$ cat src/rtl/core/ubd_pkg.sv
// Package for the UART baud divisor and line format block.
// Holds request/response structs, divider cell state and format codes.
// No dependencies.
package ubd_pkg;

    localparam int unsigned CLK_W     = 32;
    localparam int unsigned BAUD_W    = 24;
    localparam int unsigned IDIV_W    = 28;
    localparam int unsigned QFRAC_W   = 7;
    localparam int unsigned QUO_W     = IDIV_W + QFRAC_W;
    localparam int unsigned NUM_CELLS = QUO_W;
    localparam int unsigned REM_W     = IDIV_W;
    localparam int unsigned DIV_SHIFT = 4;
    localparam int unsigned TOP_BITS  = CLK_W - IDIV_W;

    localparam logic [CLK_W-1:0] REF_CLK_RESET = 32'd14745600;

    localparam logic [7:0] LC_FIFO_EN = 8'h10;
    localparam logic [7:0] PAR_NONE   = 8'd0;
    localparam logic [7:0] PAR_EVEN   = 8'd1;
    localparam logic [7:0] PAR_ODD    = 8'd255;
    localparam logic [1:0] LC_PAR_EVEN = 2'd3;
    localparam logic [1:0] LC_PAR_ODD  = 2'd1;
    localparam logic [1:0] LC_PAR_NONE = 2'd0;

    localparam logic [1:0] ST_OK        = 2'd0;
    localparam logic [1:0] ST_FORMAT    = 2'd1;
    localparam logic [1:0] ST_ZERO_BAUD = 2'd2;

    localparam int unsigned APB_AW    = 3;
    localparam logic [0:0] REG_REF_CLK = 1'b0;

    typedef struct packed {
        logic [BAUD_W-1:0] bit_rate;
        logic [3:0]        data_bits;
        logic [7:0]        parity_mode;
        logic [1:0]        stop_bits;
    } ubd_req_t;

    typedef struct packed {
        logic [IDIV_W-1:0]  int_divisor;
        logic [QFRAC_W-1:0] frac_divisor;
        logic [7:0]         line_ctrl;
        logic [1:0]         status;
    } ubd_rsp_t;

    typedef struct packed {
        logic [1:0] status;
        logic [7:0] line_ctrl;
    } ubd_fmt_t;

    typedef struct packed {
        logic [REM_W-1:0]  rem;
        logic [QUO_W-1:0]  num;
        logic [QUO_W-1:0]  quo;
        logic [BAUD_W-1:0] baud;
        ubd_fmt_t          fmt;
    } ubd_cell_t;

endpackage

$ cat src/rtl/core/ubd_line_fmt.sv
// Line format encoder: checks bit rate, data, parity and stop fields of a request.
// Produces the line-control word and status. Depends on ubd_pkg.
module ubd_line_fmt (
    input  ubd_pkg::ubd_req_t req,
    output ubd_pkg::ubd_fmt_t fmt
);
    import ubd_pkg::*;

    logic       bad;
    logic [1:0] par_code;
    logic [1:0] len_code;

    always_comb begin
        bad      = 1'b0;
        par_code = LC_PAR_NONE;
        len_code = 2'(req.data_bits - 4'd5);
        if (req.data_bits < 4'd5 || req.data_bits > 4'd8) begin
            bad = 1'b1;
        end
        case (req.parity_mode)
            PAR_NONE: par_code = LC_PAR_NONE;
            PAR_EVEN: par_code = LC_PAR_EVEN;
            PAR_ODD:  par_code = LC_PAR_ODD;
            default:  bad = 1'b1;
        endcase
        if (req.stop_bits != 2'd1 && req.stop_bits != 2'd2) begin
            bad = 1'b1;
        end

        if (req.bit_rate == '0) begin
            fmt.status    = ST_ZERO_BAUD;
            fmt.line_ctrl = '0;
        end else if (bad) begin
            fmt.status    = ST_FORMAT;
            fmt.line_ctrl = '0;
        end else begin
            fmt.status    = ST_OK;
            fmt.line_ctrl = LC_FIFO_EN | {1'b0, len_code, 1'b0,
                                          (req.stop_bits == 2'd2), par_code, 1'b0};
        end
    end

endmodule

$ cat src/rtl/core/ubd_cell.sv
// One restoring-division cell: retires one quotient bit per stage.
// Passes remainder, dividend, quotient and format to the next cell. Depends on ubd_pkg.
module ubd_cell (
    input  logic                aclk,
    input  logic                aresetn,
    input  logic                adv,
    input  logic                in_valid,
    input  ubd_pkg::ubd_cell_t  in_data,
    output logic                out_valid,
    output ubd_pkg::ubd_cell_t  out_data
);
    import ubd_pkg::*;

    logic                valid_reg;
    ubd_cell_t           data_reg;
    ubd_cell_t           data_next;
    logic [REM_W:0]      r_sh;
    logic [REM_W+1:0]    diff;
    logic                borrow;

    always_comb begin
        r_sh   = {in_data.rem, in_data.num[QUO_W-1]};
        diff   = {1'b0, r_sh} - {2'b0, in_data.baud, DIV_SHIFT'(0)};
        borrow = diff[REM_W+1];

        data_next      = in_data;
        data_next.rem  = borrow ? r_sh[REM_W-1:0] : diff[REM_W-1:0];
        data_next.num  = {in_data.num[QUO_W-2:0], 1'b0};
        data_next.quo  = {in_data.quo[QUO_W-2:0], ~borrow};
    end

    always_ff @(posedge aclk) begin
        if (!aresetn) begin
            valid_reg <= 1'b0;
        end else if (adv) begin
            valid_reg <= in_valid;
        end
    end

    always_ff @(posedge aclk) begin
        if (adv) begin
            data_reg <= data_next;
        end
    end

    assign out_valid = valid_reg;
    assign out_data  = data_reg;

endmodule

$ cat src/rtl/core/uart_baud_divisor_and_line_format.sv
// Top level: APB register, format encoder, chain of divider cells, output stage.
// Depends on ubd_pkg, ubd_line_fmt, ubd_cell.
//
//   channel  | ports                        | moves
//   ---------+------------------------------+-------------------------------
//   request  | s_valid s_ready s_data       | baud rate and line format
//   response | m_valid m_ready m_data       | divisors, line control, status
//   config   | psel penable pwrite paddr .. | ref_clock_hz at byte address 0
//
// One request enters per cycle while s_ready is high; its response passes
// through 35 divider cells, one quotient bit each, and then the output register.
// Synchronous active-low reset clears all valid flags; ref_clock_hz resets
// to 14745600. When m_ready is low with a response held, the whole chain
// stalls together and s_ready drops.
module uart_baud_divisor_and_line_format (
    input  logic                        aclk,
    input  logic                        aresetn,
    input  logic                        s_valid,
    output logic                        s_ready,
    input  ubd_pkg::ubd_req_t           s_data,
    output logic                        m_valid,
    input  logic                        m_ready,
    output ubd_pkg::ubd_rsp_t           m_data,
    input  logic                        psel,
    input  logic                        penable,
    input  logic                        pwrite,
    input  logic [ubd_pkg::APB_AW-1:0]  paddr,
    input  logic [31:0]                 pwdata,
    output logic [31:0]                 prdata,
    output logic                        pready
);
    import ubd_pkg::*;

    logic [CLK_W-1:0] ref_clk_reg;
    logic             m_valid_reg;
    ubd_rsp_t         m_data_reg;
    ubd_rsp_t         m_data_next;
    logic             adv;
    ubd_fmt_t         fmt;
    logic             cell_valid [0:NUM_CELLS];
    ubd_cell_t        cell_data  [0:NUM_CELLS];
    ubd_cell_t        last;
    logic [QFRAC_W-1:0] q;

    // config port
    assign pready = 1'b1;

    always_ff @(posedge aclk) begin
        if (!aresetn) begin
            ref_clk_reg <= REF_CLK_RESET;
        end else if (psel && penable && pwrite && pready
                     && paddr[APB_AW-1:2] == REG_REF_CLK) begin
            ref_clk_reg <= pwdata;
        end
    end

    always_comb begin
        unique case (paddr[APB_AW-1:2])
            REG_REF_CLK: prdata = ref_clk_reg;
            default:     prdata = '0;
        endcase
    end

    // entry
    ubd_line_fmt u_fmt (
        .req (s_data),
        .fmt (fmt)
    );

    assign adv     = !m_valid_reg || m_ready;
    assign s_ready = adv;

    always_comb begin
        cell_valid[0]     = s_valid;
        cell_data[0].rem  = {{(REM_W-TOP_BITS){1'b0}}, ref_clk_reg[CLK_W-1:IDIV_W]};
        cell_data[0].num  = {ref_clk_reg[IDIV_W-1:0], {QFRAC_W{1'b0}}};
        cell_data[0].quo  = '0;
        cell_data[0].baud = s_data.bit_rate;
        cell_data[0].fmt  = fmt;
    end

    // divider chain
    for (genvar i = 0; i < NUM_CELLS; i++) begin : g_cell
        ubd_cell u_cell (
            .aclk      (aclk),
            .aresetn   (aresetn),
            .adv       (adv),
            .in_valid  (cell_valid[i]),
            .in_data   (cell_data[i]),
            .out_valid (cell_valid[i+1]),
            .out_data  (cell_data[i+1])
        );
    end

    // output stage
    always_comb begin
        last = cell_data[NUM_CELLS];
        q    = last.quo[QFRAC_W-1:0];
        m_data_next.int_divisor  = last.quo[QUO_W-1:QFRAC_W];
        m_data_next.frac_divisor = {1'b0, q[QFRAC_W-1:1]} + {{(QFRAC_W-1){1'b0}}, q[0]};
        m_data_next.line_ctrl    = last.fmt.line_ctrl;
        m_data_next.status       = last.fmt.status;
        if (last.fmt.status == ST_ZERO_BAUD) begin
            m_data_next.int_divisor  = '0;
            m_data_next.frac_divisor = '0;
        end
    end

    always_ff @(posedge aclk) begin
        if (!aresetn) begin
            m_valid_reg <= 1'b0;
        end else if (adv) begin
            m_valid_reg <= cell_valid[NUM_CELLS];
        end
    end

    always_ff @(posedge aclk) begin
        if (adv) begin
            m_data_reg <= m_data_next;
        end
    end

    assign m_valid = m_valid_reg;
    assign m_data  = m_data_reg;

endmodule

$ cat config.mk
export PLATFORM = sky130hd
export DESIGN_NAME = uart_baud_divisor_and_line_format
export DESIGN_NICKNAME = d
export VERILOG_FILES = /design/src/rtl/core/ubd_pkg.sv /design/src/rtl/core/ubd_line_fmt.sv /design/src/rtl/core/ubd_cell.sv /design/src/rtl/core/uart_baud_divisor_and_line_format.sv
export SDC_FILE = /design/constraint.sdc
export NUM_CORES = 2
export LEC_CHECK = 0
export BUFFER_PORTS_ARGS = -buffer_cell sky130_fd_sc_hd__clkbuf_2
export CAP_MARGIN = 25
export CORE_MARGIN = 2
export CORE_UTILIZATION = 40
export CTS_BUF_LIST = sky130_fd_sc_hd__clkbuf_2
export CTS_CLUSTER_SIZE = 14
export DETAILED_ROUTE_END_ITERATION = 16
export PLACE_DENSITY = 0.61
export SLEW_MARGIN = 20
export SYNTH_ARGS = -nofsm -noshare
export SYNTH_HDL_FRONTEND = slang
export SYNTH_SLANG_ARGS = --single-unit
$ cat constraint.sdc
create_clock -name aclk -period 152.2 [get_ports aclk]
set_input_delay 7.61 -clock aclk [delete_from_list [all_inputs] [get_ports aclk]]
set_output_delay 7.61 -clock aclk [all_outputs]
set_load 0.005 [all_outputs]
-- Yosys cells after proc, flatten, opt, wreduce, memory -nomap -nowiden
Index checks and enable logic that the tools add are counted.
- multiplexer cells: 40
- $lt $le $gt $ge: 2
- equal/unequal tests: 6
- $add $sub $neg: 37
- reduce and logical (&&, ||, !) cells: 11
- bitwise logic cells: 36
- operator list (cell ; count):
    $sub A29 B28 Y30 ; 34
    $mux W28 ; 33
    $not A1 Y1 ; 36
    $mux W32 ; 1
    $sub A5 B28 Y29 ; 1
    $logic_not A24 Y1 ; 1
    $mux W9 ; 1
    $eq A8 B1 Y1 const B ; 1
    $eq A8 B8 Y1 const B ; 1
    $logic_not A8 Y1 ; 1
    $add A6 B1 Y7 ; 1
    $mux W5 ; 1
    $eq A2 B2 Y1 const B ; 2
    $gt A4 B4 Y1 const B ; 1
    $logic_and A1 B1 Y1 ; 4
    $lt A4 B3 Y1 const B ; 1
    $pmux W2 S2 ; 1
    $mux W1 ; 3
    $reduce_or A3 Y1 ; 1
    $logic_or A1 B1 Y1 ; 2
    $ne A2 B1 Y1 const B ; 1
    $ne A2 B2 Y1 const B ; 1
    $reduce_or A2 Y1 ; 1
    $sub A2 B1 Y2 const B ; 1
    $logic_not A1 Y1 ; 1
- logic and storage cells: 381
- bits of input ports: 80
- register bits after elaboration: 3239
- output and inout port bits: 80

-- Longest topological paths before layout
- depth after elaboration: 6
- gate-level depth with buffers: 15
- depth with buffers taken out: 13

-- Hierarchy
A second synthesis with hierarchy kept.
- cell total of the unflattened synthesis: 13810
- area total of the unflattened synthesis: 208717.7 um2
- modules (own cells, without submodules) (module ; cells each ; times used ; area an instance (um2) ; sequential area each (um2)):
    ubd_cell at g_cell[0].u_cell ... ; 380 ; 17 ; 5945.7 ; 3953.8
    ubd_cell at g_cell[25].u_cell ... ; 395 ; 15 ; 5791.8 ; 3953.8
    ubd_cell at g_cell[33].u_cell ... ; 370 ; 3 ; 5756.8 ; 3953.8
    uart_baud_divisor_and_line_format ; 279 ; 1 ; 3244.4 ; 2011.9
    ubd_line_fmt ; 36 ; 1 ; 249.0 ; 0.0

-- Worst setup path after synthesis
No wires, ideal clock.
- path type: input -> output
- start: input port m_ready
- end: output port s_ready
- slack: 53752 ps
- path buffers: 2
- stages on the path: 4
- required time: 144590 ps
- data arrival time: 90838 ps
- cell sequence: nor2b_1 clkbuf_1 clkinv_1 clkbuf_1
- longest elaborated chain between the ends: 1
- ends and longest elaborated chain (element ; line ; text):
    from (decl) ; uart_baud_divisor_and_line_format.sv:22 ; input logic m_ready,
    $logic_or A1 B1 Y1 ; uart_baud_divisor_and_line_format.sv:70 ; assign adv = !m_valid_reg || m_ready;
    to (decl) ; uart_baud_divisor_and_line_format.sv:19 ; output logic s_ready,
Every way passes these cells.

-- Final worst setup path
Ends and elaborated chain as after synthesis.

==> run metrics <==
hold_sp g_cell[13].u_cell.out_data[91]$_DFFE_PP_; Switching Fraction 34.8%; post-cts resize count 0; detailed-route DRC error count 0; Relative slew margins around a fifth; final net count 12,500; Design Power approximately 3 mW; Hold Crit Depth 0; WP data required roughly 140 ns; cell taking the most area after synthesis edfxtp_1; Comb pwr share 37.1%; Worst setup EP type output pin; Die ar. roughly 0.36 mm^2; RSZ-0062 raised after global routing false; number of buffers added on ports 154; Psw 1.04 mW; final setup fails 0; maxcap violations 0; max FFs per register 3,038; clock tree buffer depth 4; Post-CTS Setup Repair Bufs 0; initial antenna violation count 9; Post-DP HPWL roughly 170 mm; hold path endpoint g_cell[14].u_cell.out_data[92]$_DFFE_PP_; worst reg2reg path startpoint m_valid$_SDFFE_PN0P_; Critical Path AT 8.79 ns; FP Rows 219; Seq cells post-synth 3,149; initial DRC count 4,064; Initial Utilization 40.2%; Final Skew 0.134 ns; worst-skew pair later-pin latency ~2.1 ns; Worst-Margin Slew approximately 1.2 ns; final hold vios 0; CTS root buffer clkbuf_2; Final ANT Viol Nets 0; Hold WC Path Type reg2reg; Layout area overhead 9.99%; classification of the worst setup path in2out; setup TNS 0 ns; top cell type's share of synthesized area 64.7%; Cell Area, Synth 0.143 mm^2; Max Freq approximately 61 MHz; P_int 1.96 mW; Critical Path Start Type primary input; Main synth FF type edfxtp_1; drt pass-1 iters 6; Slew Limit Fails 0; synth unique cells 94; Final min period between 15 and 20 ns; Lkg Pwr 65.8 nW; syn avg cell area 13.4 um^2; async set-reset flop share out of synthesis 0%; Core Region 0.356 mm^2; Max FO, Critical Path 110; TritonCTS clock tree yes; pwr/cell area 19.1 mW/mm^2; I/O pins 160; reg2reg end g_cell[33].u_cell.out_data[129]$_DFFE_PP_; Die W 602 um; detailed-route via count 84,400; Routed Wire Length 250 mm; outcome completed; part of the power in registers 44.0%; RePlAce Congestion 0.882; post-synthesis sequential area ratio 65.7%; layout cell share with drive strength beyond 1 ~15%; synth top area cells edfxtp_1 65%, ha_1 7.2%, inv_1 2.7%; Synth warnings 0; CTS Sinks 3,149; CTS Buf Count 814; Max IR drop VDD ~0.0092 mV; worst-case reg-to-reg path depth 13; Remaining Overflow, GRT 0; Die H 602 um; GRT Total Usage 13.4%; first-pass GRT wire length 410 mm; wire per inst 14.8 um; vias per cell around 5; final critical-path share of the clock period 10.8%; hold_buf cts 0; Mapped Cells 10,700; Worst-path clk slew approximately 0.090 ns; H-tree Lvls 6; EDFF count, synth 3,081; final core utilization 44.2%; fillers 32,000; largest net degree at the start of global routing 182; vias in the first global route 89,400; R2R setup slack 143.58 ns; Clock power frac 18.9%
-- power groups by stage --
stage | clock, mW | sequential [mW] | combinational [mW]
CTS | 0.600 | 1.32 | 1.11
floorplan | 0 | 1.31 | 0.873
detailed placement | 0 | 1.34 | 1.10
global route | 0.642 | 1.34 | 1.24
finish | 0.568 | 1.32 | 1.11
global placement | 0 | 1.33 | 1.06
-- critical path, cell delays in order --
cell and delay, ns:
clkbuf_2 0.09, nor2b_2 0.03, buf_4 0.25, inv_8 0.55, clkbuf_2 0.23
-- synth_stat cells (38+ instances only) --
| library cell | instances |
|---|---|
| a211oi_1 | 63 |
| a21boi_0 | 81 |
| a21o_1 | 306 |
| a21oi_1 | 683 |
| a31oi_1 | 64 |
| and2_1 | 65 |
| and3_1 | 57 |
| clkbuf_1 | 139 |
| dfxtp_1 | 68 |
| edfxtp_1 | 3081 |
| ha_1 | 820 |
| inv_1 | 1022 |
| mux2_2 | 218 |
| mux2i_1 | 38 |
| nand2_1 | 793 |
| nand2b_1 | 138 |
| nand3_1 | 105 |
| nand4_1 | 41 |
| nor2_1 | 553 |
| nor2b_1 | 156 |
| nor3_1 | 102 |
| o21a_1 | 133 |
| o21ai_0 | 631 |
| o21bai_1 | 59 |
| o31ai_1 | 69 |
| or3_1 | 51 |
| xnor2_1 | 362 |
| xor2_1 | 250 |
-- through the flow --
| stage | setup WS [ns] | hold WS (ns) | area [um^2] | cells |
|---|---|---|---|---|
| 2_1_floorplan | 53.75 | 0.400 | 143000 | 10700 |
| 4_1_cts | 135.74 | 0.260 | 157000 | 16900 |
| 3_5_place_dp | 135.75 | 0.405 | 150000 | 15500 |
| 3_3_place_gp | 135.76 | 0.402 | 150000 | 15500 |
| 6_report | 135.80 | 0.322 | 157000 | 16900 |
| 5_1_grt | 135.67 | 0.292 | 157000 | 16900 |
-- routing by layer --
layer	GRT usage [%]	part of all wire [%]	up-vias
li1	-	-	41500
met1	12.2	35	40000
met2	26.6	55	1904
met3	2.63	4.0	947
met4	8.57	5.7	6
met5	0	0.019	-
-- layout make-up --
| class | count | area, um^2 | area share [%] |
|---|---|---|---|
| inverter | 1027 | 3860 | 2.46 |
| clock buffer | 1213 | 6070 | 3.86 |
| multi-input combinational | 6315 | 44700 | 28.4 |
| timing repair buffer | 237 | 1600 | 1.02 |
| sequential | 3149 | 93900 | 59.7 |
| tap | 4751 | 5940 | 3.78 |
| antenna | 17 | 42.5 | 0.0270 |
| clock inverter | 208 | 1210 | 0.771 |
-- cell usage in the layout (no fill, tap or decap), types with 57 or more instances in the layout --
cell type / instances
edfxtp_1: 3081
clkbuf_2: 1367
inv_1: 1022
ha_1: 820
nand2_1: 793
a21oi_1: 683
o21ai_0: 631
nor2_1: 553
xnor2_1: 362
a21o_1: 306
xor2_1: 250
mux2_2: 218
nor2b_1: 155
clkinv_1: 142
nand2b_1: 137
o21a_1: 133
nand3_1: 105
nor3_1: 102
a21boi_0: 81
o31ai_1: 69
dfxtp_1: 68
and2_1: 65
buf_4: 64
a31oi_1: 63
a211oi_1: 62
o21bai_1: 59
and3_1: 57
-- worst max path at each step --
stage,from,to,cells past startpoint
final,m_ready,s_ready,5
after detailed placement,m_ready,s_ready,5
after CTS,m_ready,s_ready,5
after floorplan,m_ready,s_ready,4
after global placement,m_ready,s_ready,5
after global routing,m_ready,s_ready,5
-- cell families (layout without fill, tap and decap cells) --
group | Yosys count | count (layout) | synth area share (%)
other | 2 | 31 | 0.00525
multiplexers | 274 | 274 | 2.17
buffers and inverters | 1208 | 2685 | 3.22
adder cells (fa/ha/maj) | 853 | 853 | 7.64
AND/OR/NAND/NOR | 2154 | 2154 | 6.96
AO/OA/AOI/OAI | 2408 | 2408 | 10.6
flip-flops | 3149 | 3149 | 65.7
XOR/XNOR | 612 | 612 | 3.75
No activity file was read; power rests on OpenSTA's default activity.
